===== src/hdl/bcl_pkg.sv =====
// ----------------------------------------------------------------------------
// bcl_pkg: shared types for the key click / long-press detector
// Sample and event word layouts, key phase and event code enums,
// configuration register indexes.
// ----------------------------------------------------------------------------
package bcl_pkg;

    typedef enum logic [1:0] {
        PH_RELEASED = 2'd0,
        PH_DEBOUNCE = 2'd1,
        PH_PRESSED  = 2'd2,
        PH_WAIT     = 2'd3
    } phase_t;

    typedef enum logic [2:0] {
        EV_DOWN       = 3'd0,
        EV_UP         = 3'd1,
        EV_SINGLE     = 3'd2,
        EV_DOUBLE     = 3'd3,
        EV_LONG_START = 3'd4,
        EV_LONG_HOLD  = 3'd5,
        EV_LONG_END   = 3'd6
    } event_code_t;

    typedef enum logic [2:0] {
        CFG_KEY_COUNT    = 3'd0,
        CFG_ACTIVE_LOW   = 3'd1,
        CFG_DEBOUNCE     = 3'd2,
        CFG_CLICK_MAX    = 3'd3,
        CFG_DOUBLE_GAP   = 3'd4,
        CFG_LONG_PRESS   = 3'd5,
        CFG_HOLD_IVL     = 3'd6
    } cfg_index_t;

    typedef struct packed {
        logic [2:0]  key_index;
        logic        raw_level;
        logic [31:0] now_ms;
    } bcl_in_t;

    typedef struct packed {
        logic [2:0]  event_key;
        event_code_t event_code;
        logic [31:0] event_time_ms;
        logic        last_of_run;
    } bcl_out_t;

endpackage


===== src/hdl/button_click_long_press_detector_top.sv =====
// ----------------------------------------------------------------------------
// button_click_long_press_detector_top: per-key click and long-press detector
// Debounces key samples and reports down, up, single, double and long-press
// start / hold / end events for up to KEY_SLOTS keys.
// ----------------------------------------------------------------------------
// Usage:
//   s_* channel: one scan sample word per handshake (key index, pin level,
//   millisecond timestamp). m_* channel: event words, up to two per sample,
//   the last one of a sample flagged by last_of_run. cfg_* channel: register
//   writes, always ready; write only while the block is idle.
//   A sample is registered on acceptance and evaluated in the next cycle
//   against the key's state flip-flops; state and the two-entry event buffer
//   are written at the end of that cycle; the first event is driven from
//   the event buffer. One sample per cycle is sustained while events drain;
//   a sample with two events holds the output port for both, the rate being
//   set by the single event port. Samples yielding no event never wait.
//   When m_ready is low and the event buffer is occupied, it holds; a pending
//   sample with events waits in the input register and s_ready drops.
//   Reset: all keys released, times and counters zero, registers at their
//   defaults (8 keys, all active low, 20/300/300/1000/200 ms).
// ----------------------------------------------------------------------------
module button_click_long_press_detector_top #(
    parameter int KEY_SLOTS = 8
) (
    input  logic              aclk,
    input  logic              aresetn,
    input  logic              s_valid,
    output logic              s_ready,
    input  bcl_pkg::bcl_in_t  s_data,
    output logic              m_valid,
    input  logic              m_ready,
    output bcl_pkg::bcl_out_t m_data,
    input  logic              cfg_valid,
    output logic              cfg_ready,
    input  logic [2:0]        cfg_index,
    input  logic [15:0]       cfg_data
);
    import bcl_pkg::*;

    localparam int IDX_W = (KEY_SLOTS > 1) ? $clog2(KEY_SLOTS) : 1;
    localparam logic [5:0] SLOTS_W6 = 6'(KEY_SLOTS);

    logic [3:0]  key_count_reg;
    logic [7:0]  active_low_reg;
    logic [15:0] debounce_reg;
    logic [15:0] click_max_reg;
    logic [15:0] double_gap_reg;
    logic [15:0] long_press_reg;
    logic [15:0] hold_ivl_reg;

    logic        in_vld_reg;
    bcl_in_t     in_data_reg;

    phase_t      phase_reg   [KEY_SLOTS];
    logic [31:0] press_reg   [KEY_SLOTS];
    logic [31:0] release_reg [KEY_SLOTS];
    logic [31:0] last_ev_reg [KEY_SLOTS];
    logic [1:0]  clicks_reg  [KEY_SLOTS];
    logic        long_reg    [KEY_SLOTS];

    bcl_out_t    ev_reg [2];
    logic [1:0]  ev_cnt_reg;

    logic [5:0]     key_ext;
    logic           in_range;
    logic [IDX_W-1:0] idx;
    logic [31:0]    t;
    phase_t         ph;
    logic [31:0]    pt, rt, lt;
    logic [1:0]     cs, cs1;
    logic           la;
    logic           pressed;
    logic [31:0]    dur, dt, pd, gap;
    logic           start, dt_ok, click_ok, gap_ok, hold_due;

    phase_t         phase_next;
    logic [31:0]    press_next, release_next, last_ev_next;
    logic [1:0]     clicks_next;
    logic           long_next;
    logic [1:0]     n_ev;
    event_code_t    code0, code1;

    logic           pair_free, fire, upd, pop;

    // configuration
    assign cfg_ready = 1'b1;

    always_ff @(posedge aclk) begin
        if (!aresetn) begin
            key_count_reg  <= 4'd8;
            active_low_reg <= 8'hFF;
            debounce_reg   <= 16'd20;
            click_max_reg  <= 16'd300;
            double_gap_reg <= 16'd300;
            long_press_reg <= 16'd1000;
            hold_ivl_reg   <= 16'd200;
        end else if (cfg_valid) begin
            unique case (cfg_index)
                CFG_KEY_COUNT:  key_count_reg  <= cfg_data[3:0];
                CFG_ACTIVE_LOW: active_low_reg <= cfg_data[7:0];
                CFG_DEBOUNCE:   debounce_reg   <= cfg_data;
                CFG_CLICK_MAX:  click_max_reg  <= cfg_data;
                CFG_DOUBLE_GAP: double_gap_reg <= cfg_data;
                CFG_LONG_PRESS: long_press_reg <= cfg_data;
                CFG_HOLD_IVL:   hold_ivl_reg   <= cfg_data;
                default: ;
            endcase
        end
    end

    // input register
    assign s_ready = !in_vld_reg || fire;

    always_ff @(posedge aclk) begin
        if (!aresetn) begin
            in_vld_reg <= 1'b0;
        end else if (s_ready) begin
            in_vld_reg <= s_valid;
        end
    end

    always_ff @(posedge aclk) begin
        if (s_ready && s_valid) begin
            in_data_reg <= s_data;
        end
    end

    // key state read
    assign key_ext  = {3'b000, in_data_reg.key_index};
    assign in_range = (key_ext < {2'b00, key_count_reg}) && (key_ext < SLOTS_W6);
    assign idx      = key_ext[IDX_W-1:0];
    assign t        = in_data_reg.now_ms;

    assign ph = phase_reg[idx];
    assign pt = press_reg[idx];
    assign rt = release_reg[idx];
    assign lt = last_ev_reg[idx];
    assign cs = clicks_reg[idx];
    assign la = long_reg[idx];

    assign pressed  = active_low_reg[in_data_reg.key_index] ? !in_data_reg.raw_level
                                                            : in_data_reg.raw_level;
    assign dur      = t - pt;
    assign dt       = pressed ? (t - pt) : (t - rt);
    assign pd       = rt - pt;
    assign gap      = t - lt;
    assign cs1      = cs + 2'd1;
    assign start    = !la && (dur >= {16'd0, long_press_reg});
    assign dt_ok    = dt >= {16'd0, debounce_reg};
    assign click_ok = pd <= {16'd0, click_max_reg};
    assign gap_ok   = gap >= {16'd0, double_gap_reg};
    assign hold_due = gap >= {16'd0, hold_ivl_reg};

    // next phase
    always_comb begin
        phase_next = ph;
        unique case (ph)
            PH_RELEASED: begin
                if (pressed) phase_next = PH_DEBOUNCE;
            end
            PH_PRESSED: begin
                if (!pressed) phase_next = PH_DEBOUNCE;
            end
            PH_DEBOUNCE: begin
                if (dt_ok) begin
                    if (pressed) begin
                        phase_next = PH_PRESSED;
                    end else if (click_ok && cs1 == 2'd1) begin
                        phase_next = PH_WAIT;
                    end else begin
                        phase_next = PH_RELEASED;
                    end
                end
            end
            PH_WAIT: begin
                if (pressed) begin
                    phase_next = PH_DEBOUNCE;
                end else if (gap_ok) begin
                    phase_next = PH_RELEASED;
                end
            end
            default: phase_next = ph;
        endcase
    end

    // events and per-key data
    always_comb begin
        n_ev         = 2'd0;
        code0        = EV_DOWN;
        code1        = EV_DOWN;
        press_next   = pt;
        release_next = rt;
        last_ev_next = lt;
        clicks_next  = cs;
        long_next    = la;
        unique case (ph)
            PH_RELEASED: begin
                if (pressed) begin
                    press_next   = t;
                    last_ev_next = t;
                end
            end
            PH_PRESSED: begin
                if (!pressed) begin
                    release_next = t;
                    last_ev_next = t;
                end else if (start) begin
                    long_next = 1'b1;
                    code0     = EV_LONG_START;
                    n_ev      = 2'd1;
                    if (hold_ivl_reg == 16'd0) begin
                        code1 = EV_LONG_HOLD;
                        n_ev  = 2'd2;
                    end
                end else if (la && hold_due) begin
                    code0 = EV_LONG_HOLD;
                    n_ev  = 2'd1;
                end
            end
            PH_DEBOUNCE: begin
                if (dt_ok) begin
                    if (pressed) begin
                        if (cs != 2'd1) begin
                            code0       = EV_DOWN;
                            n_ev        = 2'd1;
                            clicks_next = 2'd0;
                        end
                        long_next = 1'b0;
                    end else begin
                        code0 = EV_UP;
                        n_ev  = 2'd1;
                        if (click_ok) begin
                            if (cs1 == 2'd1) begin
                                clicks_next = cs1;
                            end else begin
                                code1       = EV_DOUBLE;
                                n_ev        = 2'd2;
                                clicks_next = 2'd0;
                            end
                        end else if (la) begin
                            code1       = EV_LONG_END;
                            n_ev        = 2'd2;
                            long_next   = 1'b0;
                            clicks_next = 2'd0;
                        end else begin
                            clicks_next = 2'd0;
                        end
                    end
                end
            end
            PH_WAIT: begin
                if (pressed) begin
                    press_next = t;
                end else if (gap_ok) begin
                    code0       = EV_SINGLE;
                    n_ev        = 2'd1;
                    clicks_next = 2'd0;
                end
            end
            default: ;
        endcase
        if (n_ev != 2'd0) last_ev_next = t;
        if (!in_range) n_ev = 2'd0;
    end

    // handshake between sample register and event buffer
    assign pop       = m_valid && m_ready;
    assign pair_free = (ev_cnt_reg == 2'd0) || (ev_cnt_reg == 2'd1 && m_ready);
    assign fire      = in_vld_reg && ((n_ev == 2'd0) || pair_free);
    assign upd       = fire && in_range;

    // key state write
    always_ff @(posedge aclk) begin
        if (!aresetn) begin
            for (int i = 0; i < KEY_SLOTS; i++) begin
                phase_reg[i]   <= PH_RELEASED;
                press_reg[i]   <= 32'd0;
                release_reg[i] <= 32'd0;
                last_ev_reg[i] <= 32'd0;
                clicks_reg[i]  <= 2'd0;
                long_reg[i]    <= 1'b0;
            end
        end else if (upd) begin
            phase_reg[idx]   <= phase_next;
            press_reg[idx]   <= press_next;
            release_reg[idx] <= release_next;
            last_ev_reg[idx] <= last_ev_next;
            clicks_reg[idx]  <= clicks_next;
            long_reg[idx]    <= long_next;
        end
    end

    // event buffer
    always_ff @(posedge aclk) begin
        if (!aresetn) begin
            ev_cnt_reg <= 2'd0;
        end else if (fire && n_ev != 2'd0) begin
            ev_cnt_reg <= n_ev;
        end else if (pop) begin
            ev_cnt_reg <= ev_cnt_reg - 2'd1;
        end
    end

    always_ff @(posedge aclk) begin
        if (fire && n_ev != 2'd0) begin
            ev_reg[0].event_key     <= in_data_reg.key_index;
            ev_reg[0].event_code    <= code0;
            ev_reg[0].event_time_ms <= t;
            ev_reg[0].last_of_run   <= (n_ev == 2'd1);
            ev_reg[1].event_key     <= in_data_reg.key_index;
            ev_reg[1].event_code    <= code1;
            ev_reg[1].event_time_ms <= t;
            ev_reg[1].last_of_run   <= 1'b1;
        end else if (pop) begin
            ev_reg[0] <= ev_reg[1];
        end
    end

    assign m_valid = (ev_cnt_reg != 2'd0);
    assign m_data  = ev_reg[0];

endmodule

===== config.mk =====
export PLATFORM = sky130hd
export DESIGN_NAME = button_click_long_press_detector_top
export DESIGN_NICKNAME = d
export VERILOG_FILES = /design/src/hdl/bcl_pkg.sv /design/src/hdl/button_click_long_press_detector_top.sv
export SDC_FILE = /design/constraint.sdc
export NUM_CORES = 2
export LEC_CHECK = 0
export BUFFER_PORTS_ARGS = -buffer_cell sky130_fd_sc_hd__buf_4
export CELL_PAD_IN_SITES_DETAIL_PLACEMENT = 1
export CELL_PAD_IN_SITES_GLOBAL_PLACEMENT = 1
export CORE_ASPECT_RATIO = 0.75
export CORE_MARGIN = 2
export CORE_UTILIZATION = 47
export CTS_CLUSTER_SIZE = 8
export DETAILED_ROUTE_END_ITERATION = 10
export GPL_TIMING_DRIVEN = 0
export PLACE_DENSITY_LB_ADDON = 0.1
export SETUP_SLACK_MARGIN = 0.15
export SKIP_LAST_GASP = 1
export SYNTH_ARGS = -nofsm -noshare
export SYNTH_HDL_FRONTEND = slang
export SYNTH_SLANG_ARGS = --single-unit

===== constraint.sdc =====
create_clock -name aclk -period 9.4 [get_ports aclk]
set_input_delay 1.88 -clock aclk [delete_from_list [all_inputs] [get_ports aclk]]
set_output_delay 1.88 -clock aclk [all_outputs]
set_load 0.02 [all_outputs]

# ---- Word level (Yosys, flattened, before mapping)
# Memory sizes are Yosys's and may differ from the RTL's. A register that Yosys moved wholly into a read port is not among the register bits.
# Index checks and enable logic that the tools add are counted.
dict set report totals {
  reg_bits 131
  latchBits 0
  ramBits 886
  rom_bits 0
  input_bits 60
  out_inout_bits 42
  mem_count 7
}
# memory depth width rd rd_clocked_by_memory_dff write_ports line_no
set mem_list {}
lappend mem_list {last_ev_reg 8 32 1 1 8 button_click_long_press_detector_top.sv:57} ;# logic [31:0] last_ev_reg [KEY_SLOTS];
lappend mem_list {press_reg 8 32 1 1 8 button_click_long_press_detector_top.sv:55} ;# logic [31:0] press_reg [KEY_SLOTS];
lappend mem_list {release_reg 8 32 1 1 8 button_click_long_press_detector_top.sv:56} ;# logic [31:0] release_reg [KEY_SLOTS];
lappend mem_list {ev_reg 2 39 2 0 2 button_click_long_press_detector_top.sv:61} ;# bcl_out_t ev_reg [2];
lappend mem_list {clicks_reg 8 2 1 1 8 button_click_long_press_detector_top.sv:58} ;# logic [1:0] clicks_reg [KEY_SLOTS];
lappend mem_list {phase_reg 8 2 1 1 8 button_click_long_press_detector_top.sv:54} ;# phase_t phase_reg [KEY_SLOTS];
lappend mem_list {{+1 memories} n/a n/a n/a n/a n/a n/a}
dict set report classes {
  add_sub_neg 6
  mul 0
  n_div 0
  magnitude_cmp 8
  eq_ne 13
  shifts 0
  muxes 101
  bitwise_logic 1
  reduce_logical 39
}
# cell n
set ops {}
lappend ops {{$mux W32} 11}
lappend ops {{$ge A32 B16 Y1} 4}
lappend ops {{$sub A32 B32 Y32} 4}
lappend ops {{$reduce_or A32 Y1} 3}
lappend ops {{$mux W3} 22}
lappend ops {{$pmux W32 S2} 1}
lappend ops {{$mux W2} 30}
lappend ops {{$mux W39} 1}
lappend ops {{$le A32 B16 Y1} 1}
lappend ops {{$mux W1} 29}
lappend ops {{$logic_not A16 Y1} 1}
lappend ops {{$reduce_and A2 Y1} 7}
lappend ops {{$logic_and A1 B1 Y1} 10}
lappend ops {{$eq A3 B3 Y1 const B} 3}
lappend ops {{$pmux W3 S3} 1}
lappend ops {{$eq A2 B1 Y1 const B} 4}
lappend ops {{$lt A3 B4 Y1 const B} 2}
lappend ops {{$pmux W2 S4} 1}
lappend ops {{$reduce_bool A2 Y1} 4}
lappend ops {{$eq A3 B2 Y1 const B} 2}
lappend ops {{$logic_not A2 Y1} 3}
lappend ops {{$pmux W2 S3} 1}
lappend ops {{$pmux W3 S2} 1}
lappend ops {{$reduce_or A2 Y1} 3}
lappend ops {{other kinds (14)} 19}

# ---- Depth between registers and ports, before layout
dict set report logic_depth {
  ltp_word 17
  ltp_mapped 36
}

# ---- Worst setup path before layout
# No wires, ideal clock.
dict set report synth_timing {
  path_kind {reg-to-reg}
  start {reg with a tool-made name}
  end {mem clicks_reg[2][0] (enable)}
  arrival_ns 9.719
  t_required_ns 8.938
  setup_slack_ns -0.781
  stages_incl_launch_ff 33
  cell_sequence {dfxtp_1 > buf_2 > buf_1 > clkbuf_1 > buf_1 > mux4_2 > mux2_2 > ha_1 > fa_1 > nand2b_1 > a21oi_1 > o311a_1 > o21a_1 > nor2_1 > xnor2_1 > ha_1 > nand4_1 > nor2_1 > a221o_1 > o31a_1 > a2111oi_0 > o311a_1 > and4_1 > a41oi_1 > a211oi_2 > and4b_1 > buf_2 > nor3_4 > buf_6 > o2111ai_1 > buf_2 > buf_2 > nand2_1}
}
# element line_no
set synth_lines {}
lappend synth_lines {{end: declaration} button_click_long_press_detector_top.sv:58}

==> results.toml <==
[timing]
fmax_ghz = 0.104
slew_headroom_pct = -3.14
setup_violations = 1
worst_pin_slew_ns = 1.50
fin_worst_skew_ns = 0.0388
hold_viol = 0
finalCriticalPeriod_ns = 9.57
finalCritPeriodShare_pct = 102
fin_ws_ns = -0.170
drv_slew = 20
rsz0062_at_grt = "yes"

[synthesis]
ys_types = 79
synth_top_family_by_area = "multiplexers"
syn_inst = 4507
synth.area.mux_share_pct = 12.4
synth-simple-area-share_pct = 10.3
ys.flop_type = "edfxtp_1"
yosys_warnings = 0
ys_ff_latch = 1019
syn-num-nets = 4787
async_flop_share_pct = 0
syn_area_sq_um = 53900
synth_compound_area_share_pct = 11.9
synth_edf_count = 913
synth-adder-area-share_pct = 5.17
synth-seq-area-share_pct = 54.8
syn_avg_cell_area_sq_um = 12.0
synth-xor-area-share_pct = 1.35

[route]
drt_wl_total_mm = 204
viasPerCell = 6.47
vias = 41300
drtIter0Drc = 4703
wl_per_cell_um = 31.9
dr.pass1.iters = 6
ant_nets = 0
drc = 0

[clock_network]
cts_tree = "done"
cts_max_level = 4
hold_buffers = 0
cts_buffer_depth = 3
cts_sinks = 1019
cts_buffers = 145
cts_root_buf = "clkbuf_16"
clkTransAtPathRegs_ns = 0.06
clkLatencyLatePin_ns = 0.79

[global_routing]
gr-total-overflow = 0
grt_max_degree = 75
antenna_found_initial = 12
grt_pass1_wl_mm = 294
grt_usage_pct = 34.5
grt_pass1_vias = 42200

[power]
p_total_mw = 14.1
irDropWorstVdd_v = 0.000191
leakagePower_nw = 23.0
p_per_area_nw_per_um2 = 225
power.share.clock_pct = 34.4
p_comb_share_pct = 28.0
p_sw_mw = 4.79
netSwitchingFraction_pct = 33.9
internal-power_mw = 9.34
p_seq_share_pct = 37.5

[setup_path]
cp.arrival_ns = 7.69
worst_r2r_path_depth = 32
worstSetupStartpointType = "flop"
path_class = "reg2out"
r2r_slack_ns = 0.04
required_ns = 7.52
cpPeakStageDelay_ns = 0.49
worstPathMaxFanout = 7
r2r_end = "last_ev_reg[1][9]"
crit_slowest_cell = "mux4_2"
endpoint_kind = "output pin"

[place]
place_hpwl_mm = 136
dp_slack_ns = -4.15
place.gp.congestion = 0.923
numPortBuffers = 100
placed_cell_area_sq_um = 57000

[die]
start_util_pct = 47.4
pin_count = 102
rows = 107
dieArea_sq_um = 117000
die_width_um = 395
fp.dieH_um = 297
core_sq_um = 114000

[min_path]
holdPathEnd = "double_gap_reg[9]"
hold_class = "reg2reg"
worstHoldPathCells = 2
hold_path_startpoint = "double_gap_reg[9]"

[cells_and_area]
fin_util_pct = 55.2
fillers = 11600
nNetsFinal = 5089
fin_area_sq_um = 62700
drive_above_1_share_pct = 18.2
final_cell_mix = "edfxtp_1 (913), nor2_1 (667), nand2_1 (355)"
layout_commonest_cell = "edfxtp_1"
syn_to_final_growth_pct = 16.5

[run_status]
violations = "capacitance limit, slew limit, setup timing"
status = "finished with violations"

[job]
maxCapViolCount = 2
[worst max-delay path, delay by kind of cell (launching register included)]
kind	cells	cell delay [ns]
muxes	2	0.85
xor gates and xnor gates	1	0.16
AOI/OAI and AO/OA	9	2.16
adders and majority gates	2	0.69
buffers and inverters	10	1.37
and+or+nand+nor	6	1.25
DFF	1	0.35
[power by group through the flow]
stage / clock, mW / sequential (mW) / combinational, mW
global placement: 0 / 5.40 / 3.48
finish: 4.87 / 5.31 / 3.96
global route: 5.09 / 5.32 / 4.23
floorplan: 0 / 5.30 / 2.34
CTS: 4.90 / 5.30 / 3.85
detailed placement: 0 / 5.38 / 3.58
[final cells by class]
class | instances | area (sq um) | area share (%)
flip-flops and latches | 1019 | 29500 | 47.1
multi-input cells | 2988 | 23100 | 36.8
clock buffers | 178 | 3790 | 6.05
plain buffers | 307 | 1980 | 3.15
well taps | 1526 | 1910 | 3.04
repair buffers | 154 | 1460 | 2.32
inverters | 194 | 728 | 1.16
clock inverters | 14 | 234 | 0.373
diodes | 3 | 7.51 | 0.0120
[cells in the mapped netlist (all sizes together), types with 20 or more instances]
| master | instances | area (sq um) |
|---|---|---|
| nand4 | 50 | 313 |
| nand3 | 46 | 230 |
| mux4 | 202 | 4550 |
| dfxtp | 106 | 2120 |
| buf | 137 | 774 |
| o21ai | 138 | 691 |
| a21oi | 269 | 1350 |
| edfxtp | 913 | 27400 |
| mux2 | 83 | 935 |
| xor2 | 40 | 350 |
| nand2 | 363 | 1360 |
| mux2i | 120 | 1210 |
| a211oi | 270 | 2040 |
| a31oi | 25 | 156 |
| o211ai | 43 | 323 |
| clkbuf | 171 | 642 |
| nand2b | 31 | 194 |
| ha | 216 | 2700 |
| inv | 194 | 728 |
| nor2b | 20 | 125 |
| nor3 | 48 | 252 |
| a21o | 57 | 428 |
| o21a | 21 | 158 |
| nor2 | 668 | 2510 |
| xnor2 | 43 | 377 |
[worst max path at each step]
| stage | from | endpoint | slack, ns | cells after the start |
|---|---|---|---|---|
| floorplan | flop | clicks_reg[2][0] | 0.17 | 32 |
| global placement | flop | press_reg[1][4] | -6.67 | 29 |
| detailed placement | flop | press_reg[3][6] | -4.15 | 30 |
| CTS | flop | s_ready | 0.01 | 29 |
| global route | flop | s_ready | -0.25 | 30 |
| finish | flop | s_ready | -0.17 | 30 |
[metal layers]
metal	wire, um	GRT usage [%]	vias to the layer above	share of wire [%]
met5	13	0	-	0.0064
met4	8350	14.3	2	4.1
met3	20800	8.29	369	10
met2	90300	51.7	2102	44
met1	84500	48.2	21300	41
li1	-	-	17600	-
[through the flow]
step	instances	setup TNS, ns	hold slack (ns)
final	6383	-0.170	0.453
after floorplan	4507	0	0.424
after global placement	6133	-7550.93	0.429
after global routing	6380	-0.262	0.465
after detailed placement	6145	-5335.61	0.441
after CTS	6376	0	0.455
[cells by family after synthesis]
group,after synthesis
adder cells (fa/ha/maj),220
AND/OR/NAND/NOR,1308
other,1
flip-flops,1019
buffers and inverters,502
XOR/XNOR,83
multiplexers,405
AO/OA/AOI/OAI,969
[repair_timing]
| action | 4_1_cts | 5_1_grt |
|---|---|---|
| gates resized for setup | 342 | 38 |
| endpoints found under the setup margin | 1770 | 572 |
| pin swaps | 33 | 10 |
| setup buffers | 37 | 2 |
| cloned | 3 | 2 |
Power figures use the tool's default switching activity.
